[config.mk]
export PLATFORM = sky130hd
export DESIGN_NAME = sensor_advert_decode_average
export DESIGN_NICKNAME = d
export VERILOG_FILES = /design/src/sv/sada_pkg.sv /design/src/sv/sensor_advert_decode_average.sv /design/src/sv/sada_front.sv /design/src/sv/sada_queue.sv /design/src/sv/sada_back.sv
export SDC_FILE = /design/constraint.sdc
export NUM_CORES = 1
export LEC_CHECK = 0
export BUFFER_PORTS_ARGS = -buffer_cell sky130_fd_sc_hd__buf_2
export CORE_MARGIN = 2
export CORE_UTILIZATION = 50
export DETAILED_ROUTE_END_ITERATION = 6
export HOLD_SLACK_MARGIN = 0.1
export PLACE_DENSITY_LB_ADDON = 0.12
export SYNTH_ARGS = -nofsm -noshare
export SYNTH_HDL_FRONTEND = slang
export SYNTH_HIERARCHICAL = 1
export SYNTH_SLANG_ARGS = --single-unit
[constraint.sdc]
create_clock -name clk -period 13 [get_ports clk]
set_input_delay 0.65 -clock clk [delete_from_list [all_inputs] [get_ports clk]]
set_output_delay 0.65 -clock clk [all_outputs]
set_load 0.02 [all_outputs]
[src/sv/sada_pkg.sv]
// shared types and constants for the sensor advertisement decoder
`timescale 1ns / 1ps
package sada_pkg;

  localparam int DEF_MIN_FRAME_BYTES = 24;
  localparam int DEF_COUNT_BITS      = 16;

  localparam int MAC_W       = 48;
  localparam int FIELDS_W    = 48;
  localparam int IN_TDATA_W  = 56;
  localparam int OUT_TDATA_W = 120;
  localparam int POS_W       = 6;

  localparam logic [POS_W-1:0] POS_MAX        = 6'd63;
  localparam logic [POS_W-1:0] HDR_BYTES      = 6'd3;
  localparam logic [POS_W-1:0] FIELD_END      = 6'd9;
  localparam logic [7:0]       HDR_BYTE0      = 8'h99;
  localparam logic [7:0]       HDR_BYTE1      = 8'h04;
  localparam logic [7:0]       HDR_BYTE2      = 8'h05;
  localparam logic [16:0]      PRESSURE_OFFSET = 17'd50000;

  localparam int QUEUE_DEPTH = 2;

  typedef enum logic [1:0] {
    FS_ACCEPTED   = 2'd0,
    FS_TOO_SHORT  = 2'd1,
    FS_BAD_HEADER = 2'd2,
    FS_BAD_ADDR   = 2'd3
  } frame_status_t;

  typedef enum logic [2:0] {
    BK_IDLE,
    BK_ACCUM,
    BK_LOAD,
    BK_DIV,
    BK_OUT
  } back_state_t;

  // one queued event: a clear command or a judged frame
  typedef struct packed {
    logic                is_clear;
    frame_status_t       status;
    logic [FIELDS_W-1:0] fields;
  } sada_evt_t;

  typedef struct packed {
    logic full;
    logic empty;
  } sada_qstat_t;

  function automatic logic [7:0] header_byte(input logic [1:0] idx);
    logic [7:0] b;
    unique case (idx)
      2'd0:    b = HDR_BYTE0;
      2'd1:    b = HDR_BYTE1;
      default: b = HDR_BYTE2;
    endcase
    return b;
  endfunction

endpackage

[src/sv/sensor_advert_decode_average.sv]
// top level of the sensor advertisement decoder with running averages
`timescale 1ns / 1ps
// Takes manufacturer-data bytes one word per cycle and judges each frame at
// its tlast word: length, the 99 04 05 header and the sender address against
// allowed_mac. An accepted frame updates the latest temperature, humidity
// and pressure and the running sums; every frame end gives one result word
// with status, latest values, truncated averages and the sample count. A
// word with in_tuser set clears the averages and gives no result. Input
// words are taken every cycle while the two-entry event queue has room; each
// frame end occupies the back end while it is taken from the queue,
// accumulated, loaded, run through 17 + COUNT_BITS restoring divide steps
// shared by three lanes and put in the output register, plus any wait on
// out_tready. A clear word is taken from the queue without any divide.
module sensor_advert_decode_average import sada_pkg::*; #(
  parameter int MIN_FRAME_BYTES = DEF_MIN_FRAME_BYTES,
  parameter int COUNT_BITS      = DEF_COUNT_BITS
) (
  input  logic                   clk,
  input  logic                   rst_n,
  input  logic                   cfg_we,
  input  logic [MAC_W-1:0]       cfg_wdata,     // allowed_mac
  input  logic                   in_tvalid,
  output logic                   in_tready,
  input  logic [IN_TDATA_W-1:0]  in_tdata,      // data_byte, sender_mac
  input  logic                   in_tuser,      // command
  input  logic                   in_tlast,
  output logic                   out_tvalid,
  input  logic                   out_tready,
  // frame_status, latest_temperature, latest_humidity, latest_pressure,
  // average_valid, average_temperature, average_humidity, average_pressure,
  // sample_count, zero fill
  output logic [OUT_TDATA_W-1:0] out_tdata
);

  sada_evt_t   q_wdata;
  sada_evt_t   q_head;
  sada_qstat_t q_stat;
  logic        q_push;
  logic        q_pop;

  sada_front #(
    .MIN_FRAME_BYTES(MIN_FRAME_BYTES)
  ) u_front (
    .clk       (clk),
    .rst_n     (rst_n),
    .cfg_we    (cfg_we),
    .cfg_wdata (cfg_wdata),
    .in_tvalid (in_tvalid),
    .in_tready (in_tready),
    .in_tdata  (in_tdata),
    .in_tuser  (in_tuser),
    .in_tlast  (in_tlast),
    .q_stat    (q_stat),
    .q_push    (q_push),
    .q_wdata   (q_wdata)
  );

  sada_queue u_queue (
    .clk   (clk),
    .rst_n (rst_n),
    .push  (q_push),
    .wdata (q_wdata),
    .pop   (q_pop),
    .rdata (q_head),
    .stat  (q_stat)
  );

  sada_back #(
    .COUNT_BITS(COUNT_BITS)
  ) u_back (
    .clk        (clk),
    .rst_n      (rst_n),
    .q_head     (q_head),
    .q_stat     (q_stat),
    .q_pop      (q_pop),
    .out_tvalid (out_tvalid),
    .out_tready (out_tready),
    .out_tdata  (out_tdata)
  );

  a_no_overflow: assert property (@(posedge clk) disable iff (!rst_n)
    q_push |-> !q_stat.full)
    else $error("event pushed into a full queue");

  a_no_underflow: assert property (@(posedge clk) disable iff (!rst_n)
    q_pop |-> !q_stat.empty)
    else $error("event popped from an empty queue");

  a_empty_avg_zero: assert property (@(posedge clk) disable iff (!rst_n)
    (out_tvalid && !out_tdata[51]) |-> (out_tdata[100:52] == '0))
    else $error("averages nonzero while no samples held");

  a_accepted_has_samples: assert property (@(posedge clk) disable iff (!rst_n)
    (out_tvalid && (out_tdata[1:0] == FS_ACCEPTED)) |-> out_tdata[51])
    else $error("accepted frame reported with empty averages");

endmodule

[src/sv/sada_front.sv]
// byte front end: header check, field capture and frame judgement
`timescale 1ns / 1ps
module sada_front import sada_pkg::*; #(
  parameter int MIN_FRAME_BYTES = DEF_MIN_FRAME_BYTES
) (
  input  logic                  clk,
  input  logic                  rst_n,
  input  logic                  cfg_we,
  input  logic [MAC_W-1:0]      cfg_wdata,
  input  logic                  in_tvalid,
  output logic                  in_tready,
  input  logic [IN_TDATA_W-1:0] in_tdata,
  input  logic                  in_tuser,
  input  logic                  in_tlast,
  input  sada_qstat_t           q_stat,
  output logic                  q_push,
  output sada_evt_t             q_wdata
);

  localparam logic [POS_W-1:0] MIN_LAST_POS = POS_W'(MIN_FRAME_BYTES - 1);

  logic [MAC_W-1:0]    allowed_mac_r;
  logic [POS_W-1:0]    pos_r;
  logic                hdr_ok_r;
  logic [FIELDS_W-1:0] fields_r;

  logic                accept;
  logic [7:0]          data_byte;
  logic [MAC_W-1:0]    sender_mac;
  logic                in_hdr;
  logic                in_fld;
  logic                hdr_ok_now;
  logic [FIELDS_W-1:0] fields_now;
  frame_status_t       status;

  assign in_tready  = !q_stat.full;
  assign accept     = in_tvalid && in_tready;
  assign data_byte  = in_tdata[7:0];
  assign sender_mac = in_tdata[55:8];

  assign in_hdr     = pos_r < HDR_BYTES;
  assign in_fld     = (pos_r >= HDR_BYTES) && (pos_r < FIELD_END);
  assign hdr_ok_now = hdr_ok_r && (!in_hdr || (data_byte == header_byte(pos_r[1:0])));
  assign fields_now = in_fld ? {fields_r[FIELDS_W-9:0], data_byte} : fields_r;

  // checks in priority order: length, header, sender
  always_comb begin
    if (pos_r < MIN_LAST_POS) begin
      status = FS_TOO_SHORT;
    end else if (!hdr_ok_now) begin
      status = FS_BAD_HEADER;
    end else if (sender_mac != allowed_mac_r) begin
      status = FS_BAD_ADDR;
    end else begin
      status = FS_ACCEPTED;
    end
  end

  assign q_push           = accept && (in_tuser || in_tlast);
  assign q_wdata.is_clear = in_tuser;
  assign q_wdata.status   = status;
  assign q_wdata.fields   = fields_now;

  always_ff @(posedge clk) begin
    if (!rst_n) begin
      allowed_mac_r <= '0;
      pos_r         <= '0;
      hdr_ok_r      <= 1'b1;
      fields_r      <= '0;
    end else begin
      if (cfg_we) begin
        allowed_mac_r <= cfg_wdata;
      end
      // a clear word leaves the frame in progress alone
      if (accept && !in_tuser) begin
        if (in_tlast) begin
          pos_r    <= '0;
          hdr_ok_r <= 1'b1;
          fields_r <= '0;
        end else begin
          pos_r    <= (pos_r == POS_MAX) ? pos_r : pos_r + 1'b1;
          hdr_ok_r <= hdr_ok_now;
          fields_r <= fields_now;
        end
      end
    end
  end

endmodule

[src/sv/sada_queue.sv]
// short event queue between front end and back end
`timescale 1ns / 1ps
module sada_queue import sada_pkg::*; (
  input  logic        clk,
  input  logic        rst_n,
  input  logic        push,
  input  sada_evt_t   wdata,
  input  logic        pop,
  output sada_evt_t   rdata,
  output sada_qstat_t stat
);

  localparam int PTR_W = (QUEUE_DEPTH > 1) ? $clog2(QUEUE_DEPTH) : 1;
  localparam int CNT_W = $clog2(QUEUE_DEPTH + 1);
  localparam logic [PTR_W-1:0] PTR_LAST = PTR_W'(QUEUE_DEPTH - 1);

  sada_evt_t        entry_r [QUEUE_DEPTH];
  logic [PTR_W-1:0] wr_ptr_r;
  logic [PTR_W-1:0] rd_ptr_r;
  logic [CNT_W-1:0] fill_r;

  assign stat.full  = fill_r == CNT_W'(QUEUE_DEPTH);
  assign stat.empty = fill_r == '0;
  assign rdata      = entry_r[rd_ptr_r];

  always_ff @(posedge clk) begin
    if (push) begin
      entry_r[wr_ptr_r] <= wdata;
    end
  end

  always_ff @(posedge clk) begin
    if (!rst_n) begin
      wr_ptr_r <= '0;
      rd_ptr_r <= '0;
      fill_r   <= '0;
    end else begin
      if (push) begin
        wr_ptr_r <= (wr_ptr_r == PTR_LAST) ? '0 : wr_ptr_r + 1'b1;
      end
      if (pop) begin
        rd_ptr_r <= (rd_ptr_r == PTR_LAST) ? '0 : rd_ptr_r + 1'b1;
      end
      case ({push, pop})
        2'b10:   fill_r <= fill_r + 1'b1;
        2'b01:   fill_r <= fill_r - 1'b1;
        default: fill_r <= fill_r;
      endcase
    end
  end

endmodule

[src/sv/sada_back.sv]
// back end: latest values, running sums and serial averaging
`timescale 1ns / 1ps
module sada_back import sada_pkg::*; #(
  parameter int COUNT_BITS = DEF_COUNT_BITS
) (
  input  logic                   clk,
  input  logic                   rst_n,
  input  sada_evt_t              q_head,
  input  sada_qstat_t            q_stat,
  output logic                   q_pop,
  output logic                   out_tvalid,
  input  logic                   out_tready,
  output logic [OUT_TDATA_W-1:0] out_tdata
);

  localparam int TSW   = 16 + COUNT_BITS;
  localparam int HSW   = 16 + COUNT_BITS;
  localparam int PSW   = 17 + COUNT_BITS;
  localparam int DW    = PSW;
  localparam int CNT_W = $clog2(DW + 1);
  localparam logic [COUNT_BITS-1:0] COUNT_FULL = '1;

  back_state_t state_r, state_nxt;
  sada_evt_t   ev_r;

  logic signed [15:0]     lat_temp_r;
  logic [15:0]            lat_hum_r;
  logic [16:0]            lat_press_r;
  logic signed [TSW-1:0]  tsum_r;
  logic [HSW-1:0]         hsum_r;
  logic [PSW-1:0]         psum_r;
  logic [COUNT_BITS-1:0]  count_r;

  logic [DW-1:0]          quo_r [3];
  logic [COUNT_BITS-1:0]  rem_r [3];
  logic [DW-1:0]          quo_step [3];
  logic [COUNT_BITS-1:0]  rem_step [3];
  logic [COUNT_BITS:0]    shl [3];
  logic                   ge [3];
  logic                   tneg_r;
  logic [CNT_W-1:0]       div_cnt_r;

  logic                   out_tvalid_r;
  logic [OUT_TDATA_W-1:0] out_tdata_r;

  logic do_pop, do_accum, do_load, do_step, do_out;

  logic signed [15:0] new_temp;
  logic [16:0]        new_press;
  logic [TSW-1:0]     tsum_u;
  logic [TSW-1:0]     tmag;
  logic               avg_ok;
  logic [16:0]        tq17;
  logic [16:0]        tq_signed;
  logic [15:0]        avg_t;
  logic [15:0]        avg_h;
  logic [16:0]        avg_p;

  always_comb begin
    state_nxt = state_r;
    unique case (state_r)
      BK_IDLE: begin
        if (!q_stat.empty && !q_head.is_clear) begin
          state_nxt = BK_ACCUM;
        end
      end
      BK_ACCUM: state_nxt = BK_LOAD;
      BK_LOAD:  state_nxt = BK_DIV;
      BK_DIV: begin
        if (div_cnt_r == CNT_W'(1)) begin
          state_nxt = BK_OUT;
        end
      end
      BK_OUT: begin
        if (!out_tvalid_r || out_tready) begin
          state_nxt = BK_IDLE;
        end
      end
      default: state_nxt = BK_IDLE;
    endcase
  end

  always_comb begin
    do_pop   = 1'b0;
    do_accum = 1'b0;
    do_load  = 1'b0;
    do_step  = 1'b0;
    do_out   = 1'b0;
    unique case (state_r)
      BK_IDLE:  do_pop   = !q_stat.empty;
      BK_ACCUM: do_accum = 1'b1;
      BK_LOAD:  do_load  = 1'b1;
      BK_DIV:   do_step  = 1'b1;
      BK_OUT:   do_out   = !out_tvalid_r || out_tready;
      default:  do_pop   = 1'b0;
    endcase
  end

  assign q_pop = do_pop;

  assign new_temp  = ev_r.fields[47:32];
  assign new_press = 17'(ev_r.fields[15:0]) + PRESSURE_OFFSET;

  // magnitude of the temperature sum, sign restored after the divide
  assign tsum_u = tsum_r;
  assign tmag   = tsum_u[TSW-1] ? (~tsum_u + 1'b1) : tsum_u;

  // one restoring division step per lane
  always_comb begin
    for (int i = 0; i < 3; i++) begin
      shl[i]      = {rem_r[i], quo_r[i][DW-1]};
      ge[i]       = shl[i] >= {1'b0, count_r};
      rem_step[i] = ge[i] ? COUNT_BITS'(shl[i] - {1'b0, count_r})
                          : shl[i][COUNT_BITS-1:0];
      quo_step[i] = {quo_r[i][DW-2:0], ge[i]};
    end
  end

  assign avg_ok    = count_r != '0;
  assign tq17      = quo_r[0][16:0];
  assign tq_signed = tneg_r ? (~tq17 + 1'b1) : tq17;
  assign avg_t     = avg_ok ? tq_signed[15:0] : '0;
  assign avg_h     = avg_ok ? quo_r[1][15:0] : '0;
  assign avg_p     = avg_ok ? quo_r[2][16:0] : '0;

  always_ff @(posedge clk) begin
    if (!rst_n) begin
      state_r      <= BK_IDLE;
      lat_temp_r   <= '0;
      lat_hum_r    <= '0;
      lat_press_r  <= '0;
      tsum_r       <= '0;
      hsum_r       <= '0;
      psum_r       <= '0;
      count_r      <= '0;
      out_tvalid_r <= 1'b0;
    end else begin
      state_r <= state_nxt;
      if (do_pop && q_head.is_clear) begin
        tsum_r  <= '0;
        hsum_r  <= '0;
        psum_r  <= '0;
        count_r <= '0;
      end
      if (do_accum && (ev_r.status == FS_ACCEPTED)) begin
        lat_temp_r  <= new_temp;
        lat_hum_r   <= ev_r.fields[31:16];
        lat_press_r <= new_press;
        // a full count freezes the averages
        if (count_r != COUNT_FULL) begin
          tsum_r  <= tsum_r + TSW'(new_temp);
          hsum_r  <= hsum_r + HSW'(ev_r.fields[31:16]);
          psum_r  <= psum_r + PSW'(new_press);
          count_r <= count_r + 1'b1;
        end
      end
      if (do_out) begin
        out_tvalid_r <= 1'b1;
      end else if (out_tready) begin
        out_tvalid_r <= 1'b0;
      end
    end
  end

  always_ff @(posedge clk) begin
    if (do_pop) begin
      ev_r <= q_head;
    end
    if (do_load) begin
      tneg_r    <= tsum_u[TSW-1];
      quo_r[0]  <= DW'(tmag);
      quo_r[1]  <= DW'(hsum_r);
      quo_r[2]  <= psum_r;
      rem_r[0]  <= '0;
      rem_r[1]  <= '0;
      rem_r[2]  <= '0;
      div_cnt_r <= CNT_W'(DW);
    end
    if (do_step) begin
      for (int i = 0; i < 3; i++) begin
        quo_r[i] <= quo_step[i];
        rem_r[i] <= rem_step[i];
      end
      div_cnt_r <= div_cnt_r - 1'b1;
    end
    if (do_out) begin
      out_tdata_r <= {3'b000, 16'(count_r), avg_p, avg_h, avg_t, avg_ok,
                      lat_press_r, lat_hum_r, lat_temp_r, ev_r.status};
    end
  end

  assign out_tvalid = out_tvalid_r;
  assign out_tdata  = out_tdata_r;

endmodule
==> run metrics <==
# Max-Cap Violations 0; post-route setup TNS 0 ps; RD Place Congestion 0.8692; largest net degree at the start of global routing 98; Die ar. 70010 um^2; initial antenna violation count 3; postcts setup bufs 0; crit path kind reg -> reg; Max VDD drop 110.0 uV; GRT Total Usage 23.96%; most used cell, CP o21a_1; io pins 233; antenna violation net count after detailed routing 0; EDFF count, synth 423; CTS tree built; synth warn 6; Layout Nets 3619; Post-synth ARST share 0%; status finished, final reports clean; CTS clk-pin slew, worst paths 60 ps; Die H 264.6 um; Yosys cell types 84; setup violators final 0; Fmax achieved 259.9 MHz; fin crit share 29.60%; Die X 264.6 um; Worst-Margin Slew 1110 ps; drt drc 0; Initial Utilization 50.56%; DRT iter0 DRCs 1735; slowest CP cell a2111oi_4; clock latency on the worst-skew pair 630 ps; vias in the first global route 23990; Root Driver clkbuf_16; crit path cell chain inv_1 > ha_1 > nor2b_1 > o21a_1 > o21a_1 > o31a_1 > o211ai_1 > a31oi_1 > a2111oi_4 > buf_4 > mux2i_1 > nor2_1; synthesized flop and latch total 697; CP required 13340 ps; hold crit path type in -> reg; worst-case clock buffer depth 3; final instance area 38540 um^2; Mapped Avg Cell Area 10.66 um^2; PostCTS Resize Cnt 0; Seq/Total Area, Yosys 53.57%; LEAKAGE 14.64 nW; Slew HR 25.97%; PortBufs 229; routed vias 24370; H-tree depth 3; gr ovfl total 0; Syn Inst Count 3184; drt pass-1 iters 6; Hold Vio Cnt, Final 0; Hold Buf Count CTS 0; CP endpoint kind register; synth-to-layout area growth 13.50%; crit path time final 3848 ps; Core ar. 67160 um^2; Most used DFF post-synth edfxtp_1; clock skew 25.68 ps; cts bufs inserted 78; commonest cells after routing, fill and taps aside nand2_1 (453), edfxtp_1 (423), dfxtp_1 (273), buf_2 (228), nor2_1 (193); final hold slack 289.0 ps; critical-path maximum fanout 11; first-pass GRT wire length 133100 um; Pins Over Slew Limit 0; pwr/cell area 166.0 nW/um^2; standard-cell rows 95; Placed Area 35880 um^2; Crit path arrival time 4190 ps; post-DR wirelength/cell 19.63 um; placed wire-length estimate 58290 um; Sink Count 697; Synth Cell Area 33950 um^2; post-DR vias/cell 5.642; unrepaired setup endpoints after global routing no; startpoint type of the worst setup path register; CP max stage delay 640 ps; DRT Wirelength 84770 um; layout cells sized above 1 15.36%; most common cell after layout, fill and taps aside nand2_1
==> path summary, 6_finish.rpt <==
check                        startpoint  slack (ps)  cells after the start                         to
hold reg to reg   u_back/lat_press_r[8]         430                      0       u_back/out_tdata[42]
hold / removal            cfg_wdata[12]         290                      3  u_front/allowed_mac_r[12]
setup reg to reg      u_back/count_r[1]        9150                     12        u_back/rem_r[0][21]
setup / recovery      u_back/count_r[1]        9150                     12        u_back/rem_r[0][21]
==> critical path: cells and delay by family, from the launching register on <==
family | cells | cell delay (ps)
AOI/OAI and AO/OA | 6 | 1690
DFF | 1 | 560
buffers and inverters | 2 | 550
adders and majority gates | 1 | 350
muxes | 1 | 220
and+or+nand+nor | 2 | 200
==> logic make-up (layout without fill, tap and decap cells) <==
logic type               Yosys count  in the layout  synth area share [%]
multiplexers                     197            197                 6.427
other                              1              6               0.01104
flip-flops                       697            697                 53.57
AO/OA/AOI/OAI                    591            591                 11.00
adder cells (fa/ha/maj)          130            130                 4.923
AND/OR/NAND/NOR                 1159           1159                 16.44
buffers and inverters            217            474                 2.683
XOR/XNOR                         192            192                 4.953
==> layer usage <==
| metal | track usage (%) | vias to the layer above | share of wire [%] |
|---|---|---|---|
| li1 | - | 11850 | - |
| met1 | 32.42 | 11700 | 45 |
| met2 | 39.27 | 675 | 47 |
| met3 | 4.487 | 140 | 6.2 |
| met4 | 7.156 | 0 | 2.5 |
| met5 | 0 | - | 0 |
==> layout make-up <==
class                           instances  area, um^2
Antenna cell                            3       7.507
Timing Repair Buffer                  257        1359
Multi-Input combinational cell       2272       14960
Clock buffer                          111        2218
Clock inverter                         34       435.4
Tap cell                              873        1092
Sequential cell                       697       18190
Fill cell                            5602       28620
Inverter                               72       272.8
==> metrics by stage <==
| stage | utilization [%] | setup slack, ps | power, mW | cells |
|---|---|---|---|---|
| floorplan | - | 4015 | 3.820 | 3186 |
| global placement | 53.42 | 9327 | 4.143 | 4171 |
| detailed placement | 53.42 | 9254 | 4.173 | 4171 |
| CTS | 57.37 | 9181 | 6.448 | 4316 |
| global route | 57.38 | 8875 | 6.697 | 4318 |
| finish | 57.38 | 9152 | 6.399 | 4319 |
==> flip-flops by register name (all words and copies together), names as in the netlist, named ones only <==
| register | count |
|---|---|
| u_front/pos_r | 6 |
| u_back/hsum_r | 32 |
| u_back/ev_r | 50 |
| u_back/quo_r | 99 |
| u_back/count_r | 16 |
| u_back/lat_hum_r | 16 |
| u_front/allowed_mac_r | 48 |
| u_back/lat_temp_r | 16 |
| u_back/out_tdata | 117 |
| u_queue/fill_r | 2 |
| u_back/div_cnt_r | 6 |
| u_queue/rd_ptr_r | 1 |
| u_back/tneg_r | 1 |
| u_back/rem_r | 48 |
| u_back/psum_r | 33 |
| u_queue/wr_ptr_r | 1 |
| u_back/lat_press_r | 17 |
| u_queue/entry_r | 102 |
| u_front/fields_r | 48 |
| u_front/hdr_ok_r | 1 |
| u_back/tsum_r | 32 |
| u_back/state_r | 3 |
| u_back/out_tvalid | 1 |
==> cell usage after synthesis (14+ instances only) <==
library cell,number,share of area (%)
ha_1,124,4.6
o211ai_1,18,0.40
or4_1,14,0.31
nand4_1,21,0.39
o21a_1,33,0.73
mux2_2,86,2.9
a211oi_1,18,0.40
nor2_1,196,2.2
nand3_1,101,1.5
nand2b_1,21,0.39
nor3_1,55,0.81
nor2b_1,134,2.5
and2_1,47,0.87
inv_1,72,0.80
nand2_1,455,5.0
a31oi_1,23,0.42
edfxtp_1,423,37
nor4_1,28,0.52
xor2_1,120,3.1
a21oi_1,184,2.7
dfxtp_1,274,16
xnor2_1,72,1.9
a21o_1,28,0.62
mux2i_1,89,2.6
a22oi_1,48,1.1
mux2_4,20,0.88
o21ai_0,138,2.0
o31ai_1,22,0.49
and3_1,23,0.42
buf_2,18,0.27
clkbuf_1,110,1.2
==> power breakdown <==
part           switching, mW  leakage, nW  internal [mW]  total [mW]
Combinational          0.833         7.17          0.490        1.32
Sequential             0.160         6.18           2.66        2.82
Clock                  0.901         1.29           1.36        2.26
Total                   1.89         14.6           4.51        6.40
Power figures use the tool's default switching activity.
